$ cat config.mk
export PLATFORM = sky130hd
export DESIGN_NAME = serial_command_frame_parser
export DESIGN_NICKNAME = d
export VERILOG_FILES = /design/src/design/scfp_pkg.sv /design/src/design/scfp_front.sv /design/src/design/scfp_fifo.sv /design/src/design/scfp_back.sv /design/src/design/serial_command_frame_parser.sv
export SDC_FILE = /design/constraint.sdc
export NUM_CORES = 1
export LEC_CHECK = 0
export ABC_AREA = 1
export BUFFER_PORTS_ARGS = -buffer_cell sky130_fd_sc_hd__buf_2
export CORE_MARGIN = 5
export CORE_UTILIZATION = 50
export DETAILED_ROUTE_END_ITERATION = 7
export GPL_TIMING_DRIVEN = 0
export PLACE_DENSITY_LB_ADDON = 0.25
export SYNTH_ARGS = -nofsm -noshare
export SYNTH_HDL_FRONTEND = slang
export SYNTH_SLANG_ARGS = --single-unit
$ cat constraint.sdc
create_clock -name clk -period 4.1 [get_ports clk]
set_clock_uncertainty 0.1 [all_clocks]
set_input_delay 0.82 -clock clk [delete_from_list [all_inputs] [get_ports clk]]
set_output_delay 0.82 -clock clk [all_outputs]
set_load 0.02 [all_outputs]
$ cat src/design/scfp_pkg.sv
`default_nettype none
package scfp_pkg;

	localparam int unsigned QUEUE_DEPTH = 2;

	localparam logic [7:0]  HDR_POS   = 8'hBB;
	localparam logic [7:0]  HDR_CLAW1 = 8'h01;
	localparam logic [7:0]  HDR_CLAW2 = 8'h02;
	localparam logic [7:0]  CLAW_ID   = 8'h03;
	localparam logic [7:0]  ID_MIN    = 8'h01;
	localparam logic [7:0]  ID_MAX    = 8'h04;
	localparam logic [15:0] CRC_POLY  = 16'hA001;
	localparam logic [15:0] CRC_INIT  = 16'hFFFF;

	localparam logic [2:0]  TGT_CLAW1 = 3'd4;
	localparam logic [2:0]  TGT_CLAW2 = 3'd5;

	typedef enum logic [2:0] {
		ST_HUNT,
		ST_ID,
		ST_D2,
		ST_D3,
		ST_D4,
		ST_D5,
		ST_CHK
	} pos_state_t;

	typedef enum logic [2:0] {
		TK_HEAD,
		TK_ID,
		TK_DATA,
		TK_DATA_LAST,
		TK_CHECK
	} tok_kind_t;

	typedef struct packed {
		tok_kind_t  kind;
		logic [7:0] data;
	} token_t;

	typedef struct packed {
		logic full;
		logic empty;
	} queue_status_t;

	function automatic logic [15:0] crc_byte(input logic [15:0] c, input logic [7:0] b);
		logic [15:0] r;
		r = c ^ {8'h00, b};
		for (int k = 0; k < 8; k++) begin
			if (r[0]) begin
				r = (r >> 1) ^ CRC_POLY;
			end else begin
				r = r >> 1;
			end
		end
		return r;
	endfunction

endpackage
`default_nettype wire

$ cat src/design/scfp_front.sv
`default_nettype none
module scfp_front (
	input  wire                    clk,
	input  wire                    arst_n,
	input  wire                    accept,
	input  wire  [7:0]             rx_byte,
	output logic                   push,
	output scfp_pkg::token_t       token
);

	scfp_pkg::pos_state_t state_q;
	scfp_pkg::pos_state_t state_next;
	logic                 keep;

	always_comb begin
		state_next = state_q;
		case (state_q)
			scfp_pkg::ST_HUNT: begin
				if (rx_byte inside {scfp_pkg::HDR_POS, scfp_pkg::HDR_CLAW1,
					scfp_pkg::HDR_CLAW2}) begin
					state_next = scfp_pkg::ST_ID;
				end
			end
			scfp_pkg::ST_ID: begin
				if (rx_byte inside {[scfp_pkg::ID_MIN:scfp_pkg::ID_MAX]}) begin
					state_next = scfp_pkg::ST_D2;
				end else begin
					state_next = scfp_pkg::ST_HUNT;
				end
			end
			scfp_pkg::ST_D2:  state_next = scfp_pkg::ST_D3;
			scfp_pkg::ST_D3:  state_next = scfp_pkg::ST_D4;
			scfp_pkg::ST_D4:  state_next = scfp_pkg::ST_D5;
			scfp_pkg::ST_D5:  state_next = scfp_pkg::ST_CHK;
			scfp_pkg::ST_CHK: state_next = scfp_pkg::ST_HUNT;
			default:          state_next = scfp_pkg::ST_HUNT;
		endcase
	end

	always_comb begin
		keep       = 1'b1;
		token.kind = scfp_pkg::TK_DATA;
		token.data = rx_byte;
		case (state_q)
			scfp_pkg::ST_HUNT: begin
				token.kind = scfp_pkg::TK_HEAD;
				keep = rx_byte inside {scfp_pkg::HDR_POS, scfp_pkg::HDR_CLAW1,
					scfp_pkg::HDR_CLAW2};
			end
			scfp_pkg::ST_ID: begin
				token.kind = scfp_pkg::TK_ID;
				keep = rx_byte inside {[scfp_pkg::ID_MIN:scfp_pkg::ID_MAX]};
			end
			scfp_pkg::ST_D2, scfp_pkg::ST_D3, scfp_pkg::ST_D4: begin
				token.kind = scfp_pkg::TK_DATA;
			end
			scfp_pkg::ST_D5:  token.kind = scfp_pkg::TK_DATA_LAST;
			scfp_pkg::ST_CHK: token.kind = scfp_pkg::TK_CHECK;
			default:          keep = 1'b0;
		endcase
	end

	assign push = accept & keep;

	always_ff @(posedge clk or negedge arst_n) begin
		if (!arst_n) begin
			state_q <= scfp_pkg::ST_HUNT;
		end else if (accept) begin
			state_q <= state_next;
		end
	end

endmodule
`default_nettype wire

$ cat src/design/scfp_fifo.sv
`default_nettype none
module scfp_fifo #(
	parameter int unsigned WIDTH = 11,
	parameter int unsigned DEPTH = 2
) (
	input  wire                       clk,
	input  wire                       arst_n,
	input  wire                       push,
	input  wire  [WIDTH-1:0]          din,
	input  wire                       pop,
	output logic [WIDTH-1:0]          dout,
	output scfp_pkg::queue_status_t   status
);

	localparam int unsigned PTR_W = (DEPTH > 1) ? $clog2(DEPTH) : 1;
	localparam int unsigned CNT_W = $clog2(DEPTH + 1);

	logic [WIDTH-1:0] mem_q [DEPTH];
	logic [PTR_W-1:0] wr_ptr_q;
	logic [PTR_W-1:0] rd_ptr_q;
	logic [CNT_W-1:0] count_q;
	logic             do_push;
	logic             do_pop;

	assign status.full  = (count_q == CNT_W'(DEPTH));
	assign status.empty = (count_q == '0);
	assign do_push      = push & ~status.full;
	assign do_pop       = pop & ~status.empty;
	assign dout         = mem_q[rd_ptr_q];

	always_ff @(posedge clk) begin
		if (do_push) begin
			mem_q[wr_ptr_q] <= din;
		end
	end

	always_ff @(posedge clk or negedge arst_n) begin
		if (!arst_n) begin
			wr_ptr_q <= '0;
			rd_ptr_q <= '0;
			count_q  <= '0;
		end else begin
			if (do_push) begin
				wr_ptr_q <= (wr_ptr_q == PTR_W'(DEPTH - 1)) ? '0 : wr_ptr_q + 1'b1;
			end
			if (do_pop) begin
				rd_ptr_q <= (rd_ptr_q == PTR_W'(DEPTH - 1)) ? '0 : rd_ptr_q + 1'b1;
			end
			if (do_push && !do_pop) begin
				count_q <= count_q + 1'b1;
			end else if (do_pop && !do_push) begin
				count_q <= count_q - 1'b1;
			end
		end
	end

endmodule
`default_nettype wire

$ cat src/design/scfp_back.sv
`default_nettype none
module scfp_back (
	input  wire                       clk,
	input  wire                       arst_n,
	input  scfp_pkg::queue_status_t   q_status,
	input  scfp_pkg::token_t          token,
	output logic                      pop,
	output logic                      out_valid,
	input  wire                       out_ready,
	output logic [2:0]                target,
	output logic signed [31:0]        payload
);

	logic [7:0]  header_q;
	logic [7:0]  id_q;
	logic [31:0] shift_q;
	logic [7:0]  sum_q;
	logic [15:0] crc_q;
	logic        valid_q;
	logic [2:0]  target_q;
	logic [31:0] payload_q;

	logic [7:0]  sum_in;
	logic [15:0] crc_in;
	logic [7:0]  id_less;
	logic        hit;
	logic [2:0]  res_target;
	logic [31:0] res_payload;

	assign pop = ~q_status.empty & (~valid_q | out_ready);

	assign sum_in  = sum_q + token.data;
	assign crc_in  = scfp_pkg::crc_byte((token.kind == scfp_pkg::TK_HEAD) ?
		scfp_pkg::CRC_INIT : crc_q, token.data);
	assign id_less = id_q - 8'd1;

	always_comb begin
		hit         = 1'b0;
		res_target  = id_less[2:0];
		res_payload = shift_q;
		if (header_q == scfp_pkg::HDR_POS) begin
			hit = (token.data == sum_q);
		end else if (id_q == scfp_pkg::CLAW_ID) begin
			hit = (shift_q[31:24] == crc_q[7:0]) && (token.data == crc_q[15:8]);
			res_target  = (header_q == scfp_pkg::HDR_CLAW1) ? scfp_pkg::TGT_CLAW1 :
				scfp_pkg::TGT_CLAW2;
			res_payload = {24'h000000, shift_q[23:16]};
		end
	end

	always_ff @(posedge clk) begin
		if (pop) begin
			case (token.kind)
				scfp_pkg::TK_HEAD: header_q <= token.data;
				scfp_pkg::TK_ID:   id_q     <= token.data;
				scfp_pkg::TK_DATA, scfp_pkg::TK_DATA_LAST: begin
					shift_q <= {token.data, shift_q[31:8]};
				end
				scfp_pkg::TK_CHECK: begin
					target_q  <= res_target;
					payload_q <= res_payload;
				end
				default: ;
			endcase
		end
	end

	always_ff @(posedge clk or negedge arst_n) begin
		if (!arst_n) begin
			sum_q   <= '0;
			crc_q   <= scfp_pkg::CRC_INIT;
			valid_q <= 1'b0;
		end else begin
			if (pop && (token.kind == scfp_pkg::TK_CHECK) && hit) begin
				valid_q <= 1'b1;
			end else if (out_ready) begin
				valid_q <= 1'b0;
			end
			if (pop) begin
				case (token.kind)
					scfp_pkg::TK_HEAD: begin
						sum_q <= token.data;
						crc_q <= crc_in;
					end
					scfp_pkg::TK_ID, scfp_pkg::TK_DATA: begin
						sum_q <= sum_in;
						crc_q <= crc_in;
					end
					scfp_pkg::TK_DATA_LAST: sum_q <= sum_in;
					default: ;
				endcase
			end
		end
	end

	assign out_valid = valid_q;
	assign target    = target_q;
	assign payload   = payload_q;

endmodule
`default_nettype wire

$ cat src/design/serial_command_frame_parser.sv
// Serial command frame parser.
// The slave stream takes one received serial byte per beat on s_tdata. Bytes
// are gathered into seven-byte frames (header, id, four data bytes, check).
// Position frames (header 0xBB) are checked by an 8-bit sum; claw frames
// (header 0x01 or 0x02, id 3) by CRC-16/Modbus. A good frame gives one beat
// on the master stream: target in m_tdata[2:0], signed payload in
// m_tdata[34:3]; bad frames and stray bytes give nothing.
// A byte is taken every cycle while the queue is not full. The front classifies
// each byte by its place in the frame and puts frame bytes in a small queue; the
// back folds them into the running sum and CRC, one byte-wide CRC step per cycle
// unless the output stalls. m_tvalid is set in a register by a passing check byte.
// When the master side stalls, the result is held in the output register, the
// back stops draining the queue, and s_tready falls once the queue is full.
// Reset clears the frame position to header hunting, the sum to zero, the
// CRC to 0xFFFF, empties the queue and drops any pending result.
`default_nettype none
module serial_command_frame_parser #(
	parameter int unsigned QUEUE_DEPTH = scfp_pkg::QUEUE_DEPTH
) (
	input  wire         clk,
	input  wire         arst_n,
	input  wire         s_tvalid,
	output logic        s_tready,
	input  wire  [7:0]  s_tdata,   // [7:0] rx_byte
	output logic        m_tvalid,
	input  wire         m_tready,
	output logic [39:0] m_tdata    // [2:0] target, [34:3] payload, [39:35] zero
);

	logic                    accept;
	logic                    push;
	logic                    pop;
	scfp_pkg::token_t        tok_in;
	scfp_pkg::token_t        tok_out;
	logic [$bits(scfp_pkg::token_t)-1:0] tok_raw;
	scfp_pkg::queue_status_t q_status;
	logic [2:0]              target;
	logic signed [31:0]      payload;

	assign s_tready = ~q_status.full;
	assign accept   = s_tvalid & s_tready;

	scfp_front u_front (
		.clk     (clk),
		.arst_n  (arst_n),
		.accept  (accept),
		.rx_byte (s_tdata),
		.push    (push),
		.token   (tok_in)
	);

	scfp_fifo #(
		.WIDTH ($bits(scfp_pkg::token_t)),
		.DEPTH (QUEUE_DEPTH)
	) u_fifo (
		.clk    (clk),
		.arst_n (arst_n),
		.push   (push),
		.din    (tok_in),
		.pop    (pop),
		.dout   (tok_raw),
		.status (q_status)
	);

	assign tok_out = scfp_pkg::token_t'(tok_raw);

	scfp_back u_back (
		.clk       (clk),
		.arst_n    (arst_n),
		.q_status  (q_status),
		.token     (tok_out),
		.pop       (pop),
		.out_valid (m_tvalid),
		.out_ready (m_tready),
		.target    (target),
		.payload   (payload)
	);

	assign m_tdata = {5'b00000, payload, target};

endmodule
`default_nettype wire
==> metrics.md <==
| Metric | Value |
|---|---|
| Status | finished clean |
| Unrepaired setup endpoints after global routing | false |
| DP Area | 6970 µm² |
| EDFF count, synth | 105 |
| Initial DRC count | 246 |
| Critical path arrival | 3190 ps |
| CTS tree | yes |
| Skew-Pair Late Insertion Delay | 430 ps |
| Initial core utilization | 51.1% |
| Antenna diodes | 0 |
| Sequential Power Share | 35.3% |
| Seq/Total Area, Yosys | 61.6% |
| Area contributors post-synth | edfxtp_1 49%, nand2_1 7.9%, dfstp_2 6.5%, dfrtp_1 6.2%, inv_1 4.8% |
| IO Port Bufs | 48 |
| CP Launch Type | flip-flop |
| WS Path Type | reg -> reg |
| Most numerous cell in the Yosys netlist | nand2_1 |
| P_int | 4130 µW |
| Clock power share | 21.3% |
| Die Wd | 124 µm |
| WHS | 351 ps |
| Worst VDD drop | 409 µV |
| Number of core rows | 41 |
| Depth of the most critical reg-to-reg path | 13 |
| TNS Setup | 0 ps |
| H-tree depth | 4 |
| Avg Inst Size Synth | 10.4 µm² |
| DR pass1 iterations | 5 |
| Final Setup Violations | 0 |
| I/O Pins | 54 |
| CP Max Fanout | 10 |
| Layout cells sized above 1 | 22.0% |
| Hold wc startpoint | u_back.shift_q[9] |
| Die Y | 124 µm |
| Place WS | 910 ps |
| Util after Layout | 59.8% |
| Switching power | 2830 µW |
| Core Area | 12600 µm² |
| Worst R2R Start | u_fifo.rd_ptr_q |
| Initial antenna violation count | 0 |
| First-pass GRT wire length | 20900 µm |
| Async set-reset flop share out of synthesis | 23.4% |
| DIE AREA | 15300 µm² |
| Worst r2r dst | u_back.sum_q[6] |
| Yosys Warn Count | 0 |
| Hold_buf cts | 0 |
| Net switching fraction of the power | 40.7% |
| Vias/cell | 5.00 |
| Post-CTS setup buffers | 0 |
| Synth Instances | 619 |
| DR vias | 4382 |
| GRT Resource Usage Total | 18.4% |
| Logic pwr share | 43.5% |
| CTS Buf Count | 17 |
| CP endpoint kind | flip-flop |
| Biggest area consumer among synthesized cells | edfxtp_1 |
| Worst-Margin Slew | 1190 ps |
| Post-Syn Area | 6450 µm² |
| Top_reg_cell synth | edfxtp_1 |
| Overall overflow remaining after global route | 0 |
| Max Fclk | 335 MHz |
| Count of cell types in the netlist | 44 |
| Pin count of the biggest net entering global routing | 33 |
| DRC errors left | 0 |
| CTS Sinks | 137 |
| Hold Path End | u_back.shift_q[1] |
| Top cell type's share of synthesized area | 48.9% |
| Area delta synth->final | 17.0% |
| Deepest clock path buffer count | 2 |
| Fin. max-slew vios | 0 |
| Hold path cells | 0 |
| Routed Wire Length | 12900 µm |
| Final Cycle Share | 72.8% |
| Pwr dens | 924 nW/µm² |
| Final hold violation count | 0 |
| Flop-to-flop setup slack | 1110 ps |
| CTS clk-pin slew, worst paths | 60 ps |
| Antenna-violating nets left | 0 |
| Critical Path RT | 4310 ps |
| Yosys reg bits | 137 |
| Total Nets Final | 714 |
| Max Cap Violations | 0 |
| Leakage power | 0.00328 µW |
| Post-layout min period | 2990 ps |
| Slew margin rel. | 19.8% |
| Post_cts resized | 0 |
| Hold WC Path Type | reg -> reg |
| Fillcell total | 1050 |
| Gpl congestion | 0.892 |
| DR WL/cell | 14.7 µm |
| Finished Cell Area | 7540 µm² |
| Most frequent cells after synthesis | 136 x nand2_1, 105 x edfxtp_1, 82 x inv_1 |
| Fin worst setup slack | 1110 ps |
| Clk root buf | clkbuf_16 |
| Post-DP HPWL | 8960 µm |
| Number of global-route vias before repair | 4271 |
## cell usage in the layout, fill, tap and decap left out, types with 2 or more instances in the layout
cell type,n
nand2_1,136
edfxtp_1,105
inv_1,82
nor2_1,53
buf_2,50
o21ai_0,38
nand3_1,29
nand2_2,20
clkbuf_16,17
dfstp_2,16
dfrtp_1,16
xor2_1,14
a21oi_1,11
ha_1,10
xnor2_1,9
nand3_2,8
a31oi_1,7
buf_4,6
nor4_1,5
nor3_1,5
nand4_1,5
clkbuf_1,5
nand2_4,5
conb_1,5
clkinv_4,4
clkinv_2,4
inv_2,3
buf_6,3
or2_2,3
clkinv_1,2
o211ai_1,2
o22ai_1,2
clkinvlp_4,2
bufinv_16,2
inv_6,2
## metal layers
layer / vias up / part of all wire (%) / global-route usage (%)
li1: 2186 / - / -
met1: 2052 / 43 / 22.1
met2: 121 / 50 / 31.4
met3: 23 / 5.2 / 4.09
met4: 0 / 1.9 / 8.72
met5: - / 0 / 0
## logic make-up after synthesis
| group | share of synthesized area (%) |
|---|---|
| AND/OR/NAND/NOR | 19.7 |
| flip-flops | 61.6 |
| buffers and inverters | 6.98 |
| AO/OA/AOI/OAI | 6.05 |
| XOR/XNOR | 3.37 |
| adder cells (fa/ha/maj) | 2.25 |
| other | 0.0581 |
## worst max path at each step
stage,start,to,slack [ps],cells after the start
finish,u_fifo.rd_ptr_q,u_back.sum_q[6],1110,13
global route,u_fifo.rd_ptr_q,u_back.sum_q[6],920,13
CTS,u_fifo.rd_ptr_q,u_back.sum_q[6],1160,13
detailed placement,s_tdata[7],u_fifo.mem_q[1][7],910,7
global placement,m_tready,u_back.shift_q[26],-60,7
floorplan,m_tready,u_back.shift_q[0],770,6
## final cells by class
| cell class | instances | area, µm² | area share (%) |
|---|---|---|---|
| buffer | 17 | 128 | 1.69 |
| clock buffer | 17 | 425 | 5.64 |
| clock inverter | 15 | 151 | 2.01 |
| inverter | 86 | 323 | 4.28 |
| multi-input combinational | 383 | 2060 | 27.3 |
| sequential | 137 | 3970 | 52.7 |
| tap | 172 | 215 | 2.85 |
| timing repair buffer | 49 | 268 | 3.55 |
## power groups by stage
stage / clock network (µW) / logic, µW / registers, µW
floorplan: 0 / 2220 / 2510
global placement: 0 / 2860 / 2470
detailed placement: 0 / 3010 / 2480
CTS: 1500 / 3030 / 2460
global route: 1570 / 3410 / 2510
finish: 1480 / 3030 / 2460
## flip-flops by register name, indices dropped and copies added, names as in the netlist
register and cells:
u_back.sum_q 8, u_fifo.count_q 2, u_front.state_q 3, u_fifo.mem_q 22, u_back.crc_q 16, u_back.payload 32
u_back.out_valid 1, u_back.header_q 8, u_back.shift_q 32, u_fifo.rd_ptr_q 1, u_back.target 3, u_back.id_q 8
u_fifo.wr_ptr_q 1
## critical path, stage by stage (launching register included)
cell and delay, ps:
dfrtp_1 420, inv_2 80, buf_6 140, nand2_1 60, nand2_1 300, inv_1 220, fa_1 500, o21ai_0 340
a21oi_1 110, o21ai_0 210, xnor2_1 150, nand2_1 70, o211ai_1 90, nand2_1 70
## per-stage QoR
stage | total power (µW) | std cells
6_report | 6970 | 876
5_1_grt | 7480 | 876
4_1_cts | 6990 | 876
3_5_place_dp | 5480 | 844
3_3_place_gp | 5330 | 843
2_1_floorplan | 4740 | 623
No activity file was read; power rests on OpenSTA's default activity.
